`config.mk`:
```
export PLATFORM = sky130hd
export DESIGN_NAME = ita2_shift_encoder_flat
export DESIGN_NICKNAME = d
export VERILOG_FILES = /design/src/design/ita2enc_pkg.sv /design/src/design/ita2enc_if.sv /design/src/design/ita2enc_lookup.sv /design/src/design/ita2enc_emit.sv /design/src/design/ita2_shift_encoder.sv /design/src/flat_wrapper.sv
export SDC_FILE = /design/constraint.sdc
export NUM_CORES = 1
export LEC_CHECK = 0
export BUFFER_PORTS_ARGS = -buffer_cell sky130_fd_sc_hd__buf_2
export CAP_MARGIN = 40
export CORE_MARGIN = 2
export CORE_UTILIZATION = 60
export CTS_BUF_LIST = sky130_fd_sc_hd__clkbuf_4
export DETAILED_ROUTE_END_ITERATION = 8
export PLACE_DENSITY = 0.89
export REMOVE_ABC_BUFFERS = 1
export SLEW_MARGIN = 20
export SYNTH_ARGS = -nofsm -noshare
export SYNTH_HDL_FRONTEND = slang
export SYNTH_SLANG_ARGS = --single-unit
```
`constraint.sdc`:
```
create_clock -name clock -period 5.17 [get_ports clock]
set_input_delay 1.551 -clock clock [delete_from_list [all_inputs] [get_ports clock]]
set_output_delay 1.551 -clock clock [all_outputs]
set_load 0.01 [all_outputs]
```
`src/design/ita2enc_pkg.sv`:
```
// Shared constants, types and code tables for the ITA2 shift encoder.
package ita2enc_pkg;

   localparam int CHAR_W = 8;
   localparam int CODE_W = 5;

   localparam logic [CODE_W-1:0] CODE_LTRS  = 5'd31;
   localparam logic [CODE_W-1:0] CODE_FIGS  = 5'd27;
   localparam logic [CODE_W-1:0] CODE_SPACE = 5'd4;
   localparam logic [CODE_W-1:0] CODE_LF    = 5'd2;
   localparam logic [CODE_W-1:0] CODE_CR    = 5'd8;

   localparam logic MODE_LETTERS = 1'b0;
   localparam logic MODE_FIGURES = 1'b1;

   // ITA2 letter codes, 'A' through 'Z'
   localparam logic [CODE_W-1:0] LETTER_CODES [0:25] = '{
      5'd3,  5'd25, 5'd14, 5'd9,  5'd1,  5'd13, 5'd26, 5'd20, 5'd6,
      5'd11, 5'd15, 5'd18, 5'd28, 5'd12, 5'd24, 5'd22, 5'd23, 5'd10,
      5'd5,  5'd16, 5'd7,  5'd30, 5'd19, 5'd29, 5'd21, 5'd17
   };

   // hit flag and code for one set
   typedef struct packed {
      logic              hit;
      logic [CODE_W-1:0] code;
   } set_code_type;

   // what the lookup decides for the word held in the input register
   typedef struct packed {
      logic              needs_shift;
      logic [CODE_W-1:0] shift_code;
      logic [CODE_W-1:0] main_code;
      logic              main_mode;
   } lookup_type;

   // mode tracking handed back from the emitter
   typedef struct packed {
      logic mode;
      logic phase;
   } mode_state_type;

   // letter set, character already upper-cased
   function automatic set_code_type letter_lookup(input logic [CHAR_W-1:0] up);
      set_code_type res;
      res.hit  = 1'b1;
      res.code = CODE_SPACE;
      if (up >= 8'h41 && up <= 8'h5A) begin
         res.code = LETTER_CODES[5'(up[4:0] - 5'd1)];
      end else begin
         case (up)
            8'h0A:   res.code = CODE_LF;
            8'h20:   res.code = CODE_SPACE;
            8'h0D:   res.code = CODE_CR;
            8'h09:   res.code = CODE_SPACE;   // tab sent as space
            default: res.hit  = 1'b0;
         endcase
      end
      return res;
   endfunction

   // figure set
   function automatic set_code_type figure_lookup(input logic [CHAR_W-1:0] ch);
      set_code_type res;
      res.hit = 1'b1;
      case (ch)
         8'h33:   res.code = 5'd1;    // 3
         8'h0A:   res.code = CODE_LF;
         8'h2D:   res.code = 5'd3;    // -
         8'h20:   res.code = CODE_SPACE;
         8'h27:   res.code = 5'd5;    // '
         8'h38:   res.code = 5'd6;    // 8
         8'h37:   res.code = 5'd7;    // 7
         8'h0D:   res.code = CODE_CR;
         8'h57:   res.code = 5'd9;    // W
         8'h34:   res.code = 5'd10;   // 4
         8'h07:   res.code = 5'd11;   // bell
         8'h2C:   res.code = 5'd12;   // ,
         8'h21:   res.code = 5'd13;   // !
         8'h3A:   res.code = 5'd14;   // :
         8'h28:   res.code = 5'd15;   // (
         8'h35:   res.code = 5'd16;   // 5
         8'h22:   res.code = 5'd17;   // "
         8'h29:   res.code = 5'd18;   // )
         8'h32:   res.code = 5'd19;   // 2
         8'h23:   res.code = 5'd20;   // #
         8'h36:   res.code = 5'd21;   // 6
         8'h30:   res.code = 5'd22;   // 0
         8'h31:   res.code = 5'd23;   // 1
         8'h39:   res.code = 5'd24;   // 9
         8'h3F:   res.code = 5'd25;   // ?
         8'h26:   res.code = 5'd26;   // &
         8'h2E:   res.code = 5'd28;   // .
         8'h2F:   res.code = 5'd29;   // /
         8'h3D:   res.code = 5'd30;   // =
         default: begin
            res.hit  = 1'b0;
            res.code = CODE_SPACE;
         end
      endcase
      return res;
   endfunction

endpackage

```
`src/design/ita2enc_if.sv`:
```
// Valid/ready channel interfaces for characters in and codes out.
interface ita2enc_req_if;
   logic                             valid;
   logic                             ready;
   logic [ita2enc_pkg::CHAR_W-1:0]   character;
   logic                             first;

   modport source (output valid, output character, output first, input ready);
   modport sink   (input valid, input character, input first, output ready);
endinterface

interface ita2enc_rsp_if;
   logic                             valid;
   logic                             ready;
   logic [ita2enc_pkg::CODE_W-1:0]   code;
   logic                             is_shift;
   logic                             figures_mode;
   logic                             last;

   modport source (output valid, output code, output is_shift, output figures_mode,
                   output last, input ready);
   modport sink   (input valid, input code, input is_shift, input figures_mode,
                   input last, output ready);
endinterface

```
`src/design/ita2enc_lookup.sv`:
```
// Set lookup and shift decision for the character in the input register.
module ita2enc_lookup (
   input  logic [ita2enc_pkg::CHAR_W-1:0] character,
   input  logic                           first,
   input  ita2enc_pkg::mode_state_type    mode_state,
   output ita2enc_pkg::lookup_type        lookup
);

   logic [ita2enc_pkg::CHAR_W-1:0] up;
   ita2enc_pkg::set_code_type      lc;
   ita2enc_pkg::set_code_type      fc;
   logic                           eff_mode;

   // fold a-z to A-Z for the letter set only
   assign up = (character >= 8'h61 && character <= 8'h7A) ? character - 8'd32 : character;
   assign lc = ita2enc_pkg::letter_lookup(up);
   assign fc = ita2enc_pkg::figure_lookup(character);

   // first word of a message starts in letters; once its shift went out, keep the new mode
   assign eff_mode = (first && !mode_state.phase) ? ita2enc_pkg::MODE_LETTERS : mode_state.mode;

   always_comb begin
      lookup.needs_shift = 1'b0;
      lookup.shift_code  = ita2enc_pkg::CODE_LTRS;
      lookup.main_code   = ita2enc_pkg::CODE_SPACE;
      lookup.main_mode   = eff_mode;
      if (lc.hit && !fc.hit) begin
         lookup.needs_shift = (eff_mode != ita2enc_pkg::MODE_LETTERS);
         lookup.main_code   = lc.code;
         lookup.main_mode   = ita2enc_pkg::MODE_LETTERS;
      end else if (fc.hit && !lc.hit) begin
         lookup.needs_shift = (eff_mode != ita2enc_pkg::MODE_FIGURES);
         lookup.shift_code  = ita2enc_pkg::CODE_FIGS;
         lookup.main_code   = fc.code;
         lookup.main_mode   = ita2enc_pkg::MODE_FIGURES;
      end else if (lc.hit) begin
         lookup.main_code = eff_mode ? fc.code : lc.code;
      end
   end

endmodule

```
`src/design/ita2enc_emit.sv`:
```
// Output register, shift-word insertion and shift mode tracking.
module ita2enc_emit (
   input  logic                        clock,
   input  logic                        reset,
   input  logic                        item_valid,
   input  ita2enc_pkg::lookup_type     lookup,
   output ita2enc_pkg::mode_state_type mode_state,
   output logic                        item_done,
   ita2enc_rsp_if.source               rsp_ch
);

   logic                           mode_ff, mode_in;
   logic                           phase_ff, phase_in;
   logic                           valid_ff, valid_in;
   logic [ita2enc_pkg::CODE_W-1:0] code_ff, code_in;
   logic                           shift_ff, shift_in;
   logic                           fig_ff, fig_in;
   logic                           last_ff, last_in;
   logic                           load;

   assign load      = !valid_ff || rsp_ch.ready;
   assign item_done = item_valid && load && !lookup.needs_shift;

   assign mode_state.mode  = mode_ff;
   assign mode_state.phase = phase_ff;

   always_comb begin
      mode_in  = mode_ff;
      phase_in = phase_ff;
      valid_in = valid_ff && !rsp_ch.ready;
      code_in  = code_ff;
      shift_in = shift_ff;
      fig_in   = fig_ff;
      last_in  = last_ff;
      if (item_valid && load) begin
         valid_in = 1'b1;
         mode_in  = lookup.main_mode;
         fig_in   = lookup.main_mode;
         if (lookup.needs_shift) begin
            code_in  = lookup.shift_code;
            shift_in = 1'b1;
            last_in  = 1'b0;
            phase_in = 1'b1;
         end else begin
            code_in  = lookup.main_code;
            shift_in = 1'b0;
            last_in  = 1'b1;
            phase_in = 1'b0;
         end
      end
   end

   always_ff @(posedge clock) begin
      if (reset) begin
         mode_ff  <= ita2enc_pkg::MODE_LETTERS;
         phase_ff <= 1'b0;
         valid_ff <= 1'b0;
      end else begin
         mode_ff  <= mode_in;
         phase_ff <= phase_in;
         valid_ff <= valid_in;
      end
      code_ff  <= code_in;
      shift_ff <= shift_in;
      fig_ff   <= fig_in;
      last_ff  <= last_in;
   end

   assign rsp_ch.valid        = valid_ff;
   assign rsp_ch.code         = code_ff;
   assign rsp_ch.is_shift     = shift_ff;
   assign rsp_ch.figures_mode = fig_ff;
   assign rsp_ch.last         = last_ff;

endmodule

```
`src/design/ita2_shift_encoder.sv`:
```
// Top level of the ITA2 shift encoder: input register, lookup and output register.
// Path: an accepted character waits in the input register; its code words go out from the output register.
// Throughput: 1 character per cycle while rsp is ready; a character that needs a LTRS/FIGS shift
//   occupies the output register for its shift word, then for its code.
// Reset: synchronous, active high; empties both registers, mode returns to letters.
module ita2_shift_encoder (
   input  logic          clock,
   input  logic          reset,
   ita2enc_req_if.sink   req_ch,
   ita2enc_rsp_if.source rsp_ch
);

   // input register: one character word waiting for the lookup
   logic                           item_valid_ff, item_valid_in;
   logic [ita2enc_pkg::CHAR_W-1:0] char_ff, char_in;
   logic                           first_ff, first_in;

   ita2enc_pkg::lookup_type        lookup;
   ita2enc_pkg::mode_state_type    mode_state;
   logic                           item_done;
   logic                           req_take;

   // a new word enters when the register is empty or its word is leaving now
   assign req_ch.ready = !item_valid_ff || item_done;
   assign req_take     = req_ch.valid && req_ch.ready;

   always_comb begin
      item_valid_in = (item_valid_ff && !item_done) || req_take;
      char_in       = req_take ? req_ch.character : char_ff;
      first_in      = req_take ? req_ch.first     : first_ff;
   end

   always_ff @(posedge clock) begin
      if (reset) begin
         item_valid_ff <= 1'b0;
      end else begin
         item_valid_ff <= item_valid_in;
      end
      char_ff  <= char_in;
      first_ff <= first_in;
   end

   // set membership and shift decision against the current mode
   ita2enc_lookup u_lookup (
      .character  (char_ff),
      .first      (first_ff),
      .mode_state (mode_state),
      .lookup     (lookup)
   );

   // shift word goes out first and the character stays put until its code word is loaded
   ita2enc_emit u_emit (
      .clock      (clock),
      .reset      (reset),
      .item_valid (item_valid_ff),
      .lookup     (lookup),
      .mode_state (mode_state),
      .item_done  (item_done),
      .rsp_ch     (rsp_ch)
   );

endmodule

```
`src/flat_wrapper.sv`:
```
// flat-port wrapper written by rule: the top's interface ports become plain ports
module ita2_shift_encoder_flat 
  (clock, reset, req_ch_valid, req_ch_character, req_ch_first, req_ch_ready, rsp_ch_valid, rsp_ch_code, rsp_ch_is_shift, rsp_ch_figures_mode, rsp_ch_last, rsp_ch_ready);
  ita2enc_req_if req_ch_i ();
  ita2enc_rsp_if rsp_ch_i ();
  input  logic clock;
  input  logic reset;
  input wire logic [$bits(req_ch_i.valid)-1:0] req_ch_valid;
  input wire logic [$bits(req_ch_i.character)-1:0] req_ch_character;
  input wire logic [$bits(req_ch_i.first)-1:0] req_ch_first;
  output wire logic [$bits(req_ch_i.ready)-1:0] req_ch_ready;
  output wire logic [$bits(rsp_ch_i.valid)-1:0] rsp_ch_valid;
  output wire logic [$bits(rsp_ch_i.code)-1:0] rsp_ch_code;
  output wire logic [$bits(rsp_ch_i.is_shift)-1:0] rsp_ch_is_shift;
  output wire logic [$bits(rsp_ch_i.figures_mode)-1:0] rsp_ch_figures_mode;
  output wire logic [$bits(rsp_ch_i.last)-1:0] rsp_ch_last;
  input wire logic [$bits(rsp_ch_i.ready)-1:0] rsp_ch_ready;
  assign req_ch_i.valid = req_ch_valid;
  assign req_ch_i.character = req_ch_character;
  assign req_ch_i.first = req_ch_first;
  assign req_ch_ready = req_ch_i.ready;
  assign rsp_ch_valid = rsp_ch_i.valid;
  assign rsp_ch_code = rsp_ch_i.code;
  assign rsp_ch_is_shift = rsp_ch_i.is_shift;
  assign rsp_ch_figures_mode = rsp_ch_i.figures_mode;
  assign rsp_ch_last = rsp_ch_i.last;
  assign rsp_ch_i.ready = rsp_ch_ready;
  ita2_shift_encoder u_core (.clock(clock), .reset(reset), .req_ch(req_ch_i), .rsp_ch(rsp_ch_i));
endmodule
```
==> reports/qor.yml <==
synth:
  synthDistinctLibCells: 64
  avgSynthCellArea_um2: 8.25
  synth_cells: 245
  yosysSeqAreaShare_pct: 29.2
  synth_edf_count: 17
  ys.warnings.count: 0
  ys.flop_type: "edfxtp_1"
  synth_area_mm2: 0.00202
  async_flop_share_pct: 0
  synth-seq-cells: 21
route:
  routed_wl_mm: 4.97
  dr.pass1.iters: 5
  wl_per_cell_um: 16.1
  remaining_drc_errors: 0
  via_per_inst: 6.51
  ant_nets: 0
  vias: 2006
  drt_iter0_markers: 221
floorplanning:
  dieArea_mm2: 0.00385
  rows: 21
  fp.dieH_um: 62.1
  initial_core_util_pct: 61.6
  die_w_um: 62.1
  core_area_mm2: 0.00328
  ioPinCount: 23
finish:
  nets: 286
  n_antenna_cell: 0
  syn2layout_area_growth_pct: 8.79
  final_cell_mix: "22 x nand2_1, 22 x buf_2, 21 x nor2_1"
  drive_gt1_share_pct: 17.2
  finalNonFillerCells: 308
placed_design:
  place_inst: 302
  place.gp.congestion: 0.994
  io_buffers: 22
  pre_cts_ws_ns: 0.556
  hpwl_mm: 3.74
timing:
  slew_headroom_pct: 50.8
  min_period_ns: 4.87
  post-route-period-util_pct: 94.3
  hold_viol_final: 0
  finalSetupViolations: 0
  tightest_slew_ns: 0.730
  setup_tns_ns: 0
  hold_ws_ns: 0.516
  final_max_slew_viol_count: 0
  timing.fmax_mhz: 205
  setup_ws_ns: 0.297
  rsz0062_at_grt: "no"
  finClkSkew_ns: 0.00588
global_routing:
  grt_antenna_before_repair: 0
  overflow: 0
  grt_usage_pct: 28.2
  grt_max_degree: 30
  grt_pass1_vias: 1696
  grt_pass1_wl_mm: 7.94
job:
  cap_viol_max_count: 0
worst_setup_path:
  crit_type: "flop to output pin"
  path_max_fanout: 10
  end_kind: "output pin"
  required_ns: 3.62
  startpoint_type: "flop"
  worst-endpoint-arrival_ns: 3.32
clock_tree:
  numCtsBuffers: 3
  cts_buffer_depth: 2
  insertion_delay_ns: 0.31
  cts-htree-levels: 1
  clockRootBuffer: "clkbuf_4"
  cts_tree: "yes"
  cts_hold_buf: 0
  clkSinkCount: 21
  clkTransAtPathRegs_ns: 0.12
power_and_ir_drop:
  fin_total_pwr_uw: 491
  vdd_drop_max_uv: 203
  p_per_area_mw_per_mm2: 223
  cellLeakagePower_nw: 0.863
status:
  status: "finished clean"
min_path:
  hp-class: "flop to flop"
cell families (layout without fill, tap and decap cells):
group / Yosys count / count (layout) / synth area share [%]
and+or+nand+nor: 91 / 91 / 24.1
AOI/OAI and AO/OA: 77 / 77 / 26.8
buffers and inverters: 32 / 49 / 6.56
DFF: 21 / 21 / 29.2
adders and majority gates: 11 / 11 / 6.68
xor gates and xnor gates: 7 / 7 / 3.40
muxes: 6 / 6 / 3.28
worst max-delay path, stage by stage (launching register included):
cell and delay [ns]:
edfxtp_1 0.56, inv_1 0.16, ha_1 0.26, or4b_1 0.49, nor2_1 0.19, o31ai_1 0.15
mux2i_1 0.17, a21oi_2 0.33, mux2_4 0.37, inv_1 0.10, o21ai_0 0.08, buf_2 0.14
synthesized netlist by cell type (2+ instances only):
cell | number | area share, %
a211oi_1 | 3 | 1.1
a21oi_1 | 17 | 4.2
a221oi_1 | 4 | 1.7
a31oi_1 | 3 | 0.93
a32o_1 | 2 | 0.99
a32oi_1 | 2 | 0.87
and2_1 | 2 | 0.62
and3_1 | 2 | 0.62
buf_1 | 2 | 0.37
buf_2 | 4 | 0.99
clkbuf_1 | 9 | 1.7
dfxtp_1 | 4 | 4.0
edfxtp_1 | 17 | 25
ha_1 | 10 | 6.2
inv_1 | 16 | 3.0
mux2i_1 | 4 | 2.0
nand2_1 | 22 | 4.1
nand2b_1 | 7 | 2.2
nand3_1 | 9 | 2.2
nor2_1 | 21 | 3.9
nor2b_1 | 3 | 0.93
nor3_1 | 7 | 1.7
nor3b_1 | 3 | 1.1
nor4_1 | 2 | 0.62
o2111ai_1 | 2 | 0.87
o211ai_1 | 5 | 1.9
o21a_1 | 4 | 1.5
o21ai_0 | 15 | 3.7
o221a_2 | 2 | 1.1
o221ai_1 | 2 | 0.87
o22ai_1 | 3 | 0.93
xnor2_1 | 5 | 2.2
registers in the layout (all words and copies together) (netlist names):
signal                             count
u_core.u_emit.rsp_ch.valid             1
u_core.u_emit.phase_ff                 1
u_core.char_ff                         8
u_core.u_emit.mode_ff                  1
u_core.u_emit.rsp_ch.is_shift          1
u_core.first_ff                        1
u_core.u_emit.rsp_ch.last              1
u_core.u_emit.rsp_ch.figures_mode      1
u_core.item_valid_ff                   1
u_core.u_emit.rsp_ch.code              5
what timing repair did:
action | in CTS | in global routing
buffers inserted | 0 | 2
gates resized for setup | 0 | 1
endpoints found under the setup margin | 0 | 1
final timing paths:
check / slack, ns / endpoint / cells after the start / start
setup / recovery: 0.30 / req_ch_ready / 11 / u_core.char_ff[1]$_DFFE_PP_
hold / removal: 0.52 / u_core.u_emit.rsp_ch.valid$_SDFF_PP0_ / 2 / u_core.u_emit.rsp_ch.valid$_SDFF_PP0_
setup reg to reg: 1.79 / u_core.char_ff[0]$_DFFE_PP_ / 12 / u_core.char_ff[1]$_DFFE_PP_
hold reg to reg: 0.52 / u_core.u_emit.rsp_ch.valid$_SDFF_PP0_ / 2 / u_core.u_emit.rsp_ch.valid$_SDFF_PP0_
layout make-up:
class	instances	area, um^2
multi-input cells	192	1300
fillers	285	1080
flip-flops and latches	21	591
repair buffers	29	163
inverters	16	60.1
well taps	46	57.6
clock buffers	3	22.5
clock inverters	1	5.00
layer usage:
metal  part of all wire [%]  global-route usage, %  vias to the layer above
li1                       -                      -                      960
met1                     43                   40.9                      926
met2                     45                   42.4                       97
met3                    8.4                   4.35                       23
met4                    3.3                   10.6                        0
met5                      0                      0                        -
per-stage QoR:
step	instance area [um^2]	util [%]
5_1_grt	2200	67.0
4_1_cts	2180	66.4
3_5_place_dp	2150	65.6
3_3_place_gp	2150	65.4
6_report	2200	67.0
2_1_floorplan	1950	-
power breakdown:
group	switching (mW)	internal, mW	leakage [nW]
clock network	0.0498	0.0289	0.0177
registers	0.0157	0.203	0.194
logic	0.116	0.0782	0.650
Note: power is estimated with default switching activity, not from simulation.
